**config.mk**
```make
export PLATFORM = sky130hd
export DESIGN_NAME = char_lcd_expander_write_sequencer
export DESIGN_NICKNAME = d
export VERILOG_FILES = /design/src/design/rlcd_pkg.sv /design/src/design/char_lcd_expander_write_sequencer.sv /design/src/design/rlcd_front.sv /design/src/design/rlcd_job_fifo.sv /design/src/design/rlcd_back.sv
export SDC_FILE = /design/constraint.sdc
export NUM_CORES = 1
export LEC_CHECK = 0
export BUFFER_PORTS_ARGS = -buffer_cell sky130_fd_sc_hd__buf_2
export CORE_MARGIN = 1.5
export CORE_UTILIZATION = 46
export CTS_CLUSTER_SIZE = 10
export DETAILED_ROUTE_END_ITERATION = 12
export PLACE_DENSITY = 0.73
export SYNTH_ARGS = -nofsm -noshare
export SYNTH_HDL_FRONTEND = slang
export SYNTH_SLANG_ARGS = --single-unit
```
**constraint.sdc**
```tcl
create_clock -name clk -period 4 [get_ports clk]
set_clock_uncertainty 0.15 [all_clocks]
set_input_delay 0.6 -clock clk [delete_from_list [all_inputs] [get_ports clk]]
set_output_delay 0.6 -clock clk [all_outputs]
set_load 0.02 [all_outputs]
```
**src/design/rlcd_pkg.sv**
```systemverilog
// ----------------------------------------------------------------------------
// rlcd_pkg
// Types, command codes, wait codes and sequence tables shared by the
// character-LCD expander write sequencer.
// ----------------------------------------------------------------------------
package rlcd_pkg;

	typedef enum logic [2:0] {
		CMD_INIT      = 3'd0,
		CMD_BACKLIGHT = 3'd1,
		CMD_CLEAR     = 3'd2,
		CMD_CURSOR    = 3'd3,
		CMD_DRAW      = 3'd4
	} cmd_t;

	localparam logic [2:0] WAIT_1US  = 3'd0;
	localparam logic [2:0] WAIT_50US = 3'd1;
	localparam logic [2:0] WAIT_1MS  = 3'd2;
	localparam logic [2:0] WAIT_2MS  = 3'd3;
	localparam logic [2:0] WAIT_5MS  = 3'd4;

	localparam logic [1:0] REG_DEVICE_ADDRESS = 2'd0;
	localparam logic [1:0] REG_COLUMNS        = 2'd1;
	localparam logic [1:0] REG_ROWS           = 2'd2;
	localparam logic [1:0] REG_BACKLIGHT_BIT  = 2'd3;

	localparam logic [7:0] EN_MASK   = 8'h04;
	localparam logic [7:0] DATA_MASK = 8'h02;
	localparam logic [7:0] SET_DDRAM = 8'h80;
	localparam logic [7:0] BYTE_NOP  = 8'h00;
	localparam logic [7:0] BYTE_CLR  = 8'h01;

	localparam logic [5:0] INIT_WRITES   = 6'd36;
	localparam logic [5:0] NIBBLE_WRITES = 6'd8;

	typedef struct packed {
		logic [2:0] command;
		logic [5:0] column;
		logic [1:0] row;
		logic [7:0] character;
		logic       light_on;
	} request_t;

	typedef struct packed {
		logic [6:0] bus_address;
		logic [7:0] expander_byte;
		logic [2:0] wait_code;
		logic       last;
	} result_t;

	typedef struct packed {
		logic [6:0] device_address;
		logic [2:0] backlight_bit;
	} bus_cfg_t;

	// One unit of work for the back end: either the whole init sequence or
	// one or two controller bytes.
	typedef struct packed {
		logic       is_init;
		logic       two_bytes;
		logic       lit;
		logic [7:0] byte0;
		logic [2:0] wait0;
		logic [7:0] byte1;
		logic [2:0] wait1;
		logic       data1;
	} job_t;

	typedef struct packed {
		logic [7:0] byte_val;
		logic [2:0] wait_code;
	} init_entry_t;

	// Entries 0 to 3 are single nibbles, entries 4 to 10 are full bytes.
	function automatic init_entry_t init_entry(input logic [3:0] idx);
		init_entry_t e;
		unique case (idx)
			4'd0:    e = '{8'h30, WAIT_5MS};
			4'd1:    e = '{8'h30, WAIT_1MS};
			4'd2:    e = '{8'h30, WAIT_1MS};
			4'd3:    e = '{8'h20, WAIT_1MS};
			4'd4:    e = '{8'h28, WAIT_50US};
			4'd5:    e = '{8'h08, WAIT_50US};
			4'd6:    e = '{8'h01, WAIT_2MS};
			4'd7:    e = '{8'h06, WAIT_50US};
			4'd8:    e = '{8'h0C, WAIT_50US};
			4'd9:    e = '{8'h00, WAIT_50US};
			4'd10:   e = '{8'h01, WAIT_2MS};
			default: e = '{8'h00, WAIT_1US};
		endcase
		return e;
	endfunction

	function automatic logic [7:0] row_base(input logic [1:0] r);
		logic [7:0] b;
		unique case (r)
			2'd0: b = 8'h00;
			2'd1: b = 8'h40;
			2'd2: b = 8'h14;
			2'd3: b = 8'h54;
		endcase
		return b;
	endfunction

endpackage

```
**src/design/char_lcd_expander_write_sequencer.sv**
```systemverilog
// ----------------------------------------------------------------------------
// char_lcd_expander_write_sequencer
// Character-LCD request sequencer for an HD44780 in 4-bit mode behind an
// I2C port expander.
// ----------------------------------------------------------------------------
// Requests enter on push/full and are accepted when push is high and full is
// low. Expander writes leave on empty/pop: the oldest write sits on res while
// empty is low and is taken when pop is high. The configuration port writes
// one register per cycle with cfg_write high; write it only while idle.
// A request is classified in its accept cycle and queued as a job in a
// two-entry queue; the back end turns the head job into one write per cycle
// while the output register is free or popped. The job is registered in the
// queue, and its first write is then registered in the output register, on
// res. Init gives 36 writes, set backlight, clear and set cursor 4, an
// on-screen draw 8; unknown commands and off-screen draws give none.
// The back end sets the rate; new requests are taken while earlier jobs run.
// When the receiver stops popping, the output register holds its write, the
// back end stops, the queue fills and full rises after two jobs wait.
// Reset restores the register defaults (address 39, 16 columns, 2 rows,
// backlight bit 3), turns the backlight state on and empties everything.
// ----------------------------------------------------------------------------
module char_lcd_expander_write_sequencer #(
	parameter int ROW_TABLE_SIZE = 4
) (
	input  logic               clk,
	input  logic               arst_n,
	input  logic               cfg_write,
	input  logic [1:0]         cfg_index,
	input  logic [6:0]         cfg_data,
	input  logic               push,
	output logic               full,
	input  rlcd_pkg::request_t req,
	output logic               empty,
	input  logic               pop,
	output rlcd_pkg::result_t  res
);
	import rlcd_pkg::*;

	bus_cfg_t bus_cfg;
	logic     job_push;
	job_t     job_in;
	logic     job_full;
	logic     job_pop;
	job_t     job_head;
	logic     job_valid;

	rlcd_front #(
		.ROW_TABLE_SIZE(ROW_TABLE_SIZE)
	) u_front (
		.clk      (clk),
		.arst_n   (arst_n),
		.cfg_write(cfg_write),
		.cfg_index(cfg_index),
		.cfg_data (cfg_data),
		.push     (push),
		.full     (full),
		.req      (req),
		.bus_cfg  (bus_cfg),
		.job_push (job_push),
		.job      (job_in),
		.job_full (job_full)
	);

	rlcd_job_fifo u_fifo (
		.clk     (clk),
		.arst_n  (arst_n),
		.wr_en   (job_push),
		.wr_job  (job_in),
		.wr_full (job_full),
		.rd_en   (job_pop),
		.rd_job  (job_head),
		.rd_valid(job_valid)
	);

	rlcd_back u_back (
		.clk      (clk),
		.arst_n   (arst_n),
		.bus_cfg  (bus_cfg),
		.job_valid(job_valid),
		.job      (job_head),
		.job_pop  (job_pop),
		.empty    (empty),
		.pop      (pop),
		.res      (res)
	);

endmodule

```
**src/design/rlcd_front.sv**
```systemverilog
// ----------------------------------------------------------------------------
// rlcd_front
// Holds the configuration registers and the backlight state, accepts
// requests and turns each one into a job for the back end.
// ----------------------------------------------------------------------------
module rlcd_front #(
	parameter int ROW_TABLE_SIZE = 4
) (
	input  logic              clk,
	input  logic              arst_n,
	input  logic              cfg_write,
	input  logic [1:0]        cfg_index,
	input  logic [6:0]        cfg_data,
	input  logic              push,
	output logic              full,
	input  rlcd_pkg::request_t req,
	output rlcd_pkg::bus_cfg_t bus_cfg,
	output logic              job_push,
	output rlcd_pkg::job_t    job,
	input  logic              job_full
);
	import rlcd_pkg::*;

	localparam logic [2:0] ROW_LAST = 3'(ROW_TABLE_SIZE - 1);

	logic [6:0] device_address_q;
	logic [5:0] columns_q;
	logic [2:0] rows_q;
	logic [2:0] backlight_bit_q;
	logic       lit_q;

	logic       accept;
	logic       needed;
	logic       lit_next;
	logic [2:0] row_c;
	logic [7:0] cursor_byte;

	always_ff @(posedge clk or negedge arst_n) begin
		if (!arst_n) begin
			device_address_q <= 7'd39;
			columns_q        <= 6'd16;
			rows_q           <= 3'd2;
			backlight_bit_q  <= 3'd3;
		end else if (cfg_write) begin
			unique case (cfg_index)
				REG_DEVICE_ADDRESS: device_address_q <= cfg_data;
				REG_COLUMNS:        columns_q        <= cfg_data[5:0];
				REG_ROWS:           rows_q           <= cfg_data[2:0];
				REG_BACKLIGHT_BIT:  backlight_bit_q  <= cfg_data[2:0];
			endcase
		end
	end

	always_ff @(posedge clk or negedge arst_n) begin
		if (!arst_n) begin
			lit_q <= 1'b1;
		end else if (accept) begin
			lit_q <= lit_next;
		end
	end

	assign full    = job_full;
	assign accept  = push && !job_full;
	assign bus_cfg = '{device_address_q, backlight_bit_q};

	// Row clamp for the cursor address: to the last display row, then to the
	// last entry of the row table.
	always_comb begin
		logic [2:0] r;
		r = {1'b0, req.row};
		if (rows_q == 3'd0) begin
			r = 3'd0;
		end else if (r >= rows_q) begin
			r = rows_q - 3'd1;
		end
		if (r >= ROW_LAST) begin
			r = (r > ROW_LAST) ? ROW_LAST : r;
		end
		row_c       = r;
		cursor_byte = SET_DDRAM | (8'({2'b00, req.column}) + row_base(row_c[1:0]));
	end

	always_comb begin
		needed   = 1'b0;
		lit_next = lit_q;
		job      = '{1'b0, 1'b0, lit_q, cursor_byte, WAIT_1MS,
		             req.character, WAIT_50US, 1'b1};
		unique case (req.command)
			CMD_INIT: begin
				needed      = 1'b1;
				lit_next    = 1'b1;
				job.is_init = 1'b1;
			end
			CMD_BACKLIGHT: begin
				needed    = 1'b1;
				lit_next  = req.light_on;
				job.byte0 = BYTE_NOP;
				job.wait0 = WAIT_50US;
			end
			CMD_CLEAR: begin
				needed    = 1'b1;
				job.byte0 = BYTE_CLR;
				job.wait0 = WAIT_2MS;
			end
			CMD_CURSOR: begin
				needed = 1'b1;
			end
			CMD_DRAW: begin
				needed        = (req.column < columns_q) && ({1'b0, req.row} < rows_q);
				job.two_bytes = 1'b1;
			end
			default: begin
				needed = 1'b0;
			end
		endcase
		job.lit = lit_next;
	end

	assign job_push = accept && needed;

endmodule

```
**src/design/rlcd_job_fifo.sv**
```systemverilog
// ----------------------------------------------------------------------------
// rlcd_job_fifo
// Two-entry job queue between the front end and the back end.
// ----------------------------------------------------------------------------
module rlcd_job_fifo (
	input  logic           clk,
	input  logic           arst_n,
	input  logic           wr_en,
	input  rlcd_pkg::job_t wr_job,
	output logic           wr_full,
	input  logic           rd_en,
	output rlcd_pkg::job_t rd_job,
	output logic           rd_valid
);
	import rlcd_pkg::*;

	job_t       mem_q [2];
	logic       wr_ptr_q;
	logic       rd_ptr_q;
	logic [1:0] count_q;

	logic do_wr;
	logic do_rd;

	assign do_wr    = wr_en && !wr_full;
	assign do_rd    = rd_en && rd_valid;
	assign wr_full  = (count_q == 2'd2);
	assign rd_valid = (count_q != 2'd0);
	assign rd_job   = mem_q[rd_ptr_q];

	always_ff @(posedge clk) begin
		if (do_wr) begin
			mem_q[wr_ptr_q] <= wr_job;
		end
	end

	always_ff @(posedge clk or negedge arst_n) begin
		if (!arst_n) begin
			wr_ptr_q <= 1'b0;
			rd_ptr_q <= 1'b0;
			count_q  <= 2'd0;
		end else begin
			if (do_wr) wr_ptr_q <= !wr_ptr_q;
			if (do_rd) rd_ptr_q <= !rd_ptr_q;
			count_q <= count_q + 2'(do_wr) - 2'(do_rd);
		end
	end

endmodule

```
**src/design/rlcd_back.sv**
```systemverilog
// ----------------------------------------------------------------------------
// rlcd_back
// Expands the queue's head job into expander writes, one per cycle while
// the output register is free or popped, into a single output register.
// ----------------------------------------------------------------------------
module rlcd_back (
	input  logic               clk,
	input  logic               arst_n,
	input  rlcd_pkg::bus_cfg_t bus_cfg,
	input  logic               job_valid,
	input  rlcd_pkg::job_t     job,
	output logic               job_pop,
	output logic               empty,
	input  logic               pop,
	output rlcd_pkg::result_t  res
);
	import rlcd_pkg::*;

	logic [5:0] w_q;
	logic       out_valid_q;
	result_t    res_q;

	logic        slot_free;
	logic        fire;
	logic        is_last;
	logic [5:0]  total;
	logic [5:0]  w_rel;
	logic [3:0]  idx;
	init_entry_t ent;
	logic [7:0]  b;
	logic [2:0]  wt;
	logic        flag;
	logic        nib_only;
	logic [3:0]  nib;
	logic [7:0]  v;
	result_t     res_d;

	assign slot_free = !out_valid_q || pop;
	assign fire      = job_valid && slot_free;

	always_comb begin
		w_rel    = w_q - NIBBLE_WRITES;
		idx      = (w_q < NIBBLE_WRITES) ? {1'b0, w_q[3:1]} : 4'(4'd4 + 4'(w_rel[5:2]));
		ent      = init_entry(idx);
		nib_only = 1'b0;
		flag     = 1'b0;
		if (job.is_init) begin
			b        = ent.byte_val;
			wt       = ent.wait_code;
			nib_only = (w_q < NIBBLE_WRITES);
			total    = INIT_WRITES;
		end else if (w_q[2]) begin
			b     = job.byte1;
			wt    = job.wait1;
			flag  = job.data1;
			total = 6'd8;
		end else begin
			b     = job.byte0;
			wt    = job.wait0;
			total = job.two_bytes ? 6'd8 : 6'd4;
		end
		nib = (!nib_only && w_q[1]) ? b[3:0] : b[7:4];
		v   = {nib, 4'b0000} | (flag ? DATA_MASK : 8'h00)
		      | (job.lit ? (8'h01 << bus_cfg.backlight_bit) : 8'h00);
		is_last = (w_q == total - 6'd1);
		res_d.bus_address = bus_cfg.device_address;
		if (!w_q[0]) begin
			// Enable-high half of the nibble strobe.
			res_d.expander_byte = v | EN_MASK;
			res_d.wait_code     = WAIT_1US;
		end else begin
			res_d.expander_byte = v & ~EN_MASK;
			res_d.wait_code     = (nib_only || w_q[1]) ? wt : WAIT_50US;
		end
		res_d.last = is_last;
	end

	assign job_pop = fire && is_last;

	always_ff @(posedge clk or negedge arst_n) begin
		if (!arst_n) begin
			w_q         <= 6'd0;
			out_valid_q <= 1'b0;
		end else begin
			if (fire) begin
				w_q <= is_last ? 6'd0 : w_q + 6'd1;
			end
			if (slot_free) begin
				out_valid_q <= job_valid;
			end
		end
	end

	always_ff @(posedge clk) begin
		if (fire) begin
			res_q <= res_d;
		end
	end

	assign empty = !out_valid_q;
	assign res   = res_q;

	a_w_range: assert property (@(posedge clk) disable iff (!arst_n)
		w_q < INIT_WRITES)
		else $error("write counter beyond the longest sequence");

	a_job_held: assert property (@(posedge clk) disable iff (!arst_n)
		(w_q != 6'd0) |-> job_valid)
		else $error("job left the queue in the middle of its sequence");

	a_last_rewind: assert property (@(posedge clk) disable iff (!arst_n)
		(fire && is_last) |=> (w_q == 6'd0))
		else $error("write counter not rewound after the final write");

	a_last_shown: assert property (@(posedge clk) disable iff (!arst_n)
		(fire && is_last) |=> (!empty && res.last))
		else $error("final write of a job not marked");

endmodule

```
* Word level (Yosys, flattened, before mapping) *
Memory sizes are Yosys's and may differ from the RTL's.
Cells that the tools add are included.

storage, ports and cells
  memories = 2
  word-level logic and storage cells = 101
  input bits = 34
  latch bits = 0
  memory bits (read-only) = 144
  RAM bits = 44
  register bits = 50

memories
  name              words  width  rd ports  clocked after memory_dff  write ports  line                 text
  (name not given)  16     9      1         0                         0            rlcd_pkg.sv:77       unique case (idx)
  u_fifo.mem_q      2      22     1         0                         1            rlcd_job_fifo.sv:17  job_t mem_q [2];

cells by class
  magnitude comparators = 6
  eq/ne operators = 12
  bitwise gates (word level) = 2
  shifts and indexed selects = 1
  divide/modulo/power cells = 0
  muxes and demuxes = 29
  reduce and logical (&&, ||, !) cells = 26
  multipliers = 0
  $add $sub $neg = 8

operator list
  cell                   count
  $pmux W7 S4            1
  $mux W6                4
  $mux W8                3
  $pmux W11 S2           1
  $or A8 B8 Y8           2
  $mux W3                5
  $mux W4                3
  $eq A2 B2 Y1 const B   5
  $reduce_and A2 Y1      5
  $logic_and A1 B1 Y1    8
  $shl A1 B3 Y8 const A  1
  $add A6 B7 Y7          1
  $mux W1                7
  $add A6 B1 Y6 const B  1
  $eq A3 B2 Y1 const B   2
  $eq A6 B6 Y1           1
  $logic_not A3 Y1       2
  $lt A6 B4 Y1 const B   1
  $lt A6 B6 Y1           1
  $mux W2                3
  $sub A6 B1 Y6 const B  1
  $sub A6 B4 Y6 const B  1
  $logic_not A1 Y1       5
  $add A3 B4 Y4 const A  1
  other kinds (15)       19

* Logic depth before layout (Yosys ltp) *
  depth after elaboration = 10
  gate-level depth with buffers = 13

* Hierarchy *
From an unflattened synthesis, not the netlist that was laid out.

unflattened totals
  cell total of the unflattened synthesis = 381
  area total of the unflattened synthesis = 5063.6 um^2

modules (own cells, without submodules)
  module         times used  cells each  area each (um^2)
  rlcd_job_fifo  1           99          2162.1
  rlcd_back      1           153         1535.2
  rlcd_front     1           129         1366.3

* Worst setup path after synthesis *
OpenSTA, ideal clock, no wires.

  path kind = input port to flip-flop
  start point = input port req[16] (netlist name)
  end point = memory u_fifo.mem_q[0][0] (netlist name), enable pin
  arrival time = 2.586 ns
  stages = 5
  slack = 0.863 ns
  library setup time = 0.401 ns
  cells stage by stage = ha_1 > a2111oi_0 > o2111ai_1 > o22ai_2 > nor2b_1

between the ends
  cells in the longest elaborated chain, start to end = 7

ends and longest elaborated chain
  element                        line                                     text
  start: declaration             char_lcd_expander_write_sequencer.sv:32  input rlcd_pkg::request_t req,
  $lt A6 B6 Y1                   rlcd_front.sv:109                        needed = (req.column < columns_q) && ({1'b0, req.row} < rows_q);
  $logic_and A1 B1 Y1            rlcd_front.sv:109
  $pmux W1 S2                    rlcd_front.sv:88                         unique case (req.command)
  $logic_and A1 B1 Y1            rlcd_front.sv:119                        assign job_push = accept && needed;
  $logic_and A1 B1 Y1            rlcd_job_fifo.sv:25                      assign do_wr = wr_en && !wr_full;
  named net u_fifo.do_wr         rlcd_job_fifo.sv:22                      logic do_wr;
  $mux W1                        rlcd_job_fifo.sv:32                      if (do_wr) begin
  $mux W1 (not written as such)  rlcd_job_fifo.sv:33                      mem_q[wr_ptr_q] <= wr_job;
  end: declaration               rlcd_job_fifo.sv:17

The timed path passes the listed nets, and every way through them passes these cells.

==> results_tabular.tex <==
\begin{tabular}{lr}
\hline
Metric & Value \\
\hline
\multicolumn{2}{l}{\textbf{Timing}} \\
\quad Count of final setup violators & 0 \\
\quad Number of hold violations in the final report & 0 \\
\quad Maximum achievable frequency & 349 MHz \\
\quad Total Negative Setup Slacks & 0 ps \\
\quad Final-report max-slew violation count & 0 \\
\quad Rel. slew slack & 0.502 \\
\quad Final critical delay including setup and external delays & 2870 ps \\
\quad Setup repair after global routing missed its margin & false \\
\quad Period utilisation layout & 0.717 \\
\quad Worst slew pin tran & 746 ps \\
\quad Fin Hold WS & 119 ps \\
\quad Setup ws final & 1130 ps \\
\multicolumn{2}{l}{\textbf{Routing}} \\
\quad Avg WL per Cell & 16.6 µm \\
\quad Antenna-violating nets left & 0 \\
\quad Total detailed-routing wirelength & 8840 µm \\
\quad Via/cell ratio & 5.49 \\
\quad Iteration count of the initial detailed-routing pass & 4 \\
\quad First-iteration detailed-routing DRC count & 89 \\
\quad Vias & 2923 \\
\quad Count of unresolved DRC violations after routing & 0 \\
\multicolumn{2}{l}{\textbf{Logic synthesis}} \\
\quad Synth async-reset ratio & 0.337 \\
\quad Post-synthesis instance area & 4460 µm² \\
\quad Top-area cell type share of the netlist area & 0.411 \\
\quad Distinct cells, synth & 57 \\
\quad Top FF cell, synth & sky130\_fd\_sc\_hd\_\_edfxtp\_1 \\
\quad Synth area leaders & sky130\_fd\_sc\_hd\_\_edfxtp\_1 (41\%), sky130\_fd\_sc\_hd\_\_dfrtp\_1 (12\%), sky130\_fd\_sc\_hd\_\_mux2\_2 (5.8\%), sky130\_fd\_sc\_hd\_\_dfstp\_2 (5.3\%), sky130\_fd\_sc\_hd\_\_ha\_1 (5.0\%) \\
\quad Most frequently used cell type in the post-synthesis netlist & sky130\_fd\_sc\_hd\_\_edfxtp\_1 \\
\quad Avg Inst Size Synth & 13.2 µm² \\
\quad Cell count after synthesis & 339 \\
\quad Syn nets & 391 \\
\quad Part of the Yosys area used for sequential elements & 0.587 \\
\quad YS warnings & 0 \\
\quad Leading cell types by count after synthesis & sky130\_fd\_sc\_hd\_\_edfxtp\_1 (61), sky130\_fd\_sc\_hd\_\_inv\_1 (23), sky130\_fd\_sc\_hd\_\_mux2\_2 (23) \\
\quad EDFF count, synth & 61 \\
\quad Flops \& latches, synth & 92 \\
\quad Cell type with the highest aggregate area in the netlist & sky130\_fd\_sc\_hd\_\_edfxtp\_1 \\
\multicolumn{2}{l}{\textbf{Power}} \\
\quad Net switching power & 1.34 mW \\
\quad Share of power burned in the clock network & 0.188 \\
\quad Share of total power in combinational logic & 0.371 \\
\quad PD cells & 677 nW/µm² \\
\quad P\_int & 2.10 mW \\
\quad VDD IR max & 0.259 mV \\
\quad Sequential group share of total power & 0.441 \\
\quad Leakage Power & 2.00 nW \\
\quad Overall Power & 3.44 mW \\
\quad Fraction of power spent switching nets & 0.389 \\
\multicolumn{2}{l}{\textbf{Clock network}} \\
\quad Number of cells upsized or downsized after cts & 0 \\
\quad Count of H-tree levels built during CTS & 3 \\
\quad Clock transition at the registers of the reported paths & 100 ps \\
\quad Maximum clock path buffer count & 2 \\
\quad Cts bufs inserted & 9 \\
\quad Number of buffers added to fix hold violations after cts & 0 \\
\quad Clock Sinks & 92 \\
\quad CTS tree & built \\
\quad Post-CTS Setup Repair Bufs & 0 \\
\quad Clock root buffer master & sky130\_fd\_sc\_hd\_\_clkbuf\_8 \\
\quad Latest clock arrival within the worst-skew pair & 370 ps \\
\multicolumn{2}{l}{\textbf{Place}} \\
\quad Sum of net half-perimeters after detailed placement & 6480 µm \\
\quad Placed instance count & 516 \\
\quad Setup slack at placement & 870 ps \\
\quad Final estimated routing congestion in global placement & 0.809 \\
\quad Buffers added on ports & 54 \\
\multicolumn{2}{l}{\textbf{Global routing}} \\
\quad Pin count of the biggest net entering global routing & 32 \\
\quad Vias in the first global route & 2905 \\
\quad Antenna violations before repair & 0 \\
\quad Overall routing resource usage & 0.184 \\
\quad First-pass GRT wire length & 14300 µm \\
\quad Leftover overflow at the end of global routing & 0 \\
\multicolumn{2}{l}{\textbf{Floorplan}} \\
\quad Floorplan Core Area & 9330 µm² \\
\quad FP Rows & 35 \\
\quad Die area & 10300 µm² \\
\quad Number of top-level pins & 55 \\
\quad Vertical die dimension & 101 µm \\
\quad Die outline width & 101 µm \\
\quad Initial Util & 0.478 \\
\multicolumn{2}{l}{\textbf{Setup path}} \\
\quad Setup crit start kind & register \\
\quad Data required time at the worst endpoint & 3960 ps \\
\quad Critical path data arrival time & 2830 ps \\
\quad Largest fanout on the critical path & 16 \\
\quad Crit path kind & reg -> reg \\
\quad Kind of end point of the critical path & register \\
\multicolumn{2}{l}{\textbf{Cells and area}} \\
\quad Share of post-route cells with drive strength above 1 & 0.313 \\
\quad Antenna Diode Count & 0 \\
\quad Number of standard cells in the layout, taps in and fillers out & 532 \\
\quad Final net count & 450 \\
\quad Layout-stage area growth over the synthesis result & 13.9\% \\
\multicolumn{2}{l}{\textbf{Hold path}} \\
\quad Classification of the worst-slack hold path & in -> async \\
\multicolumn{2}{l}{\textbf{Job}} \\
\quad Max Cap Violations & 0 \\
\multicolumn{2}{l}{\textbf{Status}} \\
\quad Run status & completed \\
\hline
\end{tabular}
==> flip-flops by register name, summed over array words and instances (netlist names) <==
name,count
u_fifo.mem_q,42
u_fifo.count_q,2
u_front.rows_q,3
u_front.backlight_bit_q,3
u_front.lit_q,1
u_back.res,19
u_back.out_valid_q,1
u_front.device_address_q,7
u_fifo.wr_ptr_q,1
u_front.columns_q,6
u_fifo.rd_ptr_q,1
u_back.w_q,6
==> final timing paths <==
check,cells after the start,to,startpoint,slack (ps)
min,1,u_back.out_valid_q,arst_n,120
min in group clk,1,u_fifo.mem_q[0][4],req[5],260
max reg2reg,7,u_back.res[11],u_back.w_q[3],1130
max,7,u_back.res[11],u_back.w_q[3],1130
min reg2reg,0,u_back.res[15],u_front.device_address_q[3],310
max in group asynchronous,1,u_front.rows_q[2],arst_n,3130
==> per-stage QoR <==
stage / area (µm²) / utilization
finish: 5080 / 0.545
global route: 5080 / 0.545
CTS: 5080 / 0.545
detailed placement: 4870 / 0.522
global placement: 4870 / 0.522
floorplan: 4460 / -
==> power by group through the flow <==
stage / Clock, mW / Combinational, mW / Sequential, mW
after CTS: 0.660 / 1.28 / 1.52
final: 0.646 / 1.28 / 1.52
after global routing: 0.700 / 1.42 / 1.55
after floorplan: 0 / 0.910 / 1.55
after detailed placement: 0 / 1.27 / 1.54
after global placement: 0 / 1.25 / 1.53
==> cells in the final DEF, fill, tap and decap left out, types with 4 or more instances in the layout <==
cell type and count:
sky130_fd_sc_hd__nor2_1 20, sky130_fd_sc_hd__mux4_2 6, sky130_fd_sc_hd__a21oi_1 13, sky130_fd_sc_hd__dfrtp_1 22, sky130_fd_sc_hd__nor2b_1 7, sky130_fd_sc_hd__buf_4 5, sky130_fd_sc_hd__nand3_1 5, sky130_fd_sc_hd__nand2b_1 4
sky130_fd_sc_hd__mux2i_1 5, sky130_fd_sc_hd__nand2_1 18, sky130_fd_sc_hd__buf_2 54, sky130_fd_sc_hd__clkbuf_8 9, sky130_fd_sc_hd__ha_1 18, sky130_fd_sc_hd__dfstp_2 9, sky130_fd_sc_hd__o21ai_0 14, sky130_fd_sc_hd__and2_1 4
sky130_fd_sc_hd__inv_1 23, sky130_fd_sc_hd__edfxtp_1 61, sky130_fd_sc_hd__mux2_2 23, sky130_fd_sc_hd__xnor2_1 11, sky130_fd_sc_hd__nor3_1 8
==> cell families (layout without fill, tap and decap cells) <==
group / after synthesis / after routing / share of synthesized area
flops: 92 / 92 / 0.587
buf+inv: 36 / 100 / 0.0362
mux: 35 / 35 / 0.103
fa+ha+maj: 18 / 18 / 0.0505
xor+xnor: 14 / 14 / 0.0275
compound gates: 59 / 59 / 0.0945
simple gates: 85 / 85 / 0.102
==> worst max-delay path, cell delays in order, from the launching register on <==
cell and delay (ps):
sky130_fd_sc_hd__dfrtp_1 670, sky130_fd_sc_hd__inv_1 180, sky130_fd_sc_hd__ha_1 450, sky130_fd_sc_hd__xnor2_1 230, sky130_fd_sc_hd__mux2i_1 380, sky130_fd_sc_hd__o211ai_1 150, sky130_fd_sc_hd__a22oi_1 270, sky130_fd_sc_hd__o21ai_1 120
==> final cells by class <==
class | instances | area [µm²]
Timing Repair Buffer | 59 | 308
Sequential cell | 92 | 2620
Fill cell | 777 | 4250
Clock buffer | 9 | 124
Clock inverter | 7 | 91.3
Multi-Input combinational cell | 211 | 1680
Inverter | 25 | 93.8
Tap cell | 129 | 161
==> layer usage <==
metal | track usage | up-vias | part of all wire
met5 | 0 | - | 0
met4 | 0.0588 | 0 | 0.014
met3 | 0.0518 | 15 | 0.053
met2 | 0.299 | 90 | 0.49
met1 | 0.241 | 1445 | 0.44
li1 | - | 1373 | -
No activity file was read; power rests on OpenSTA's default activity.
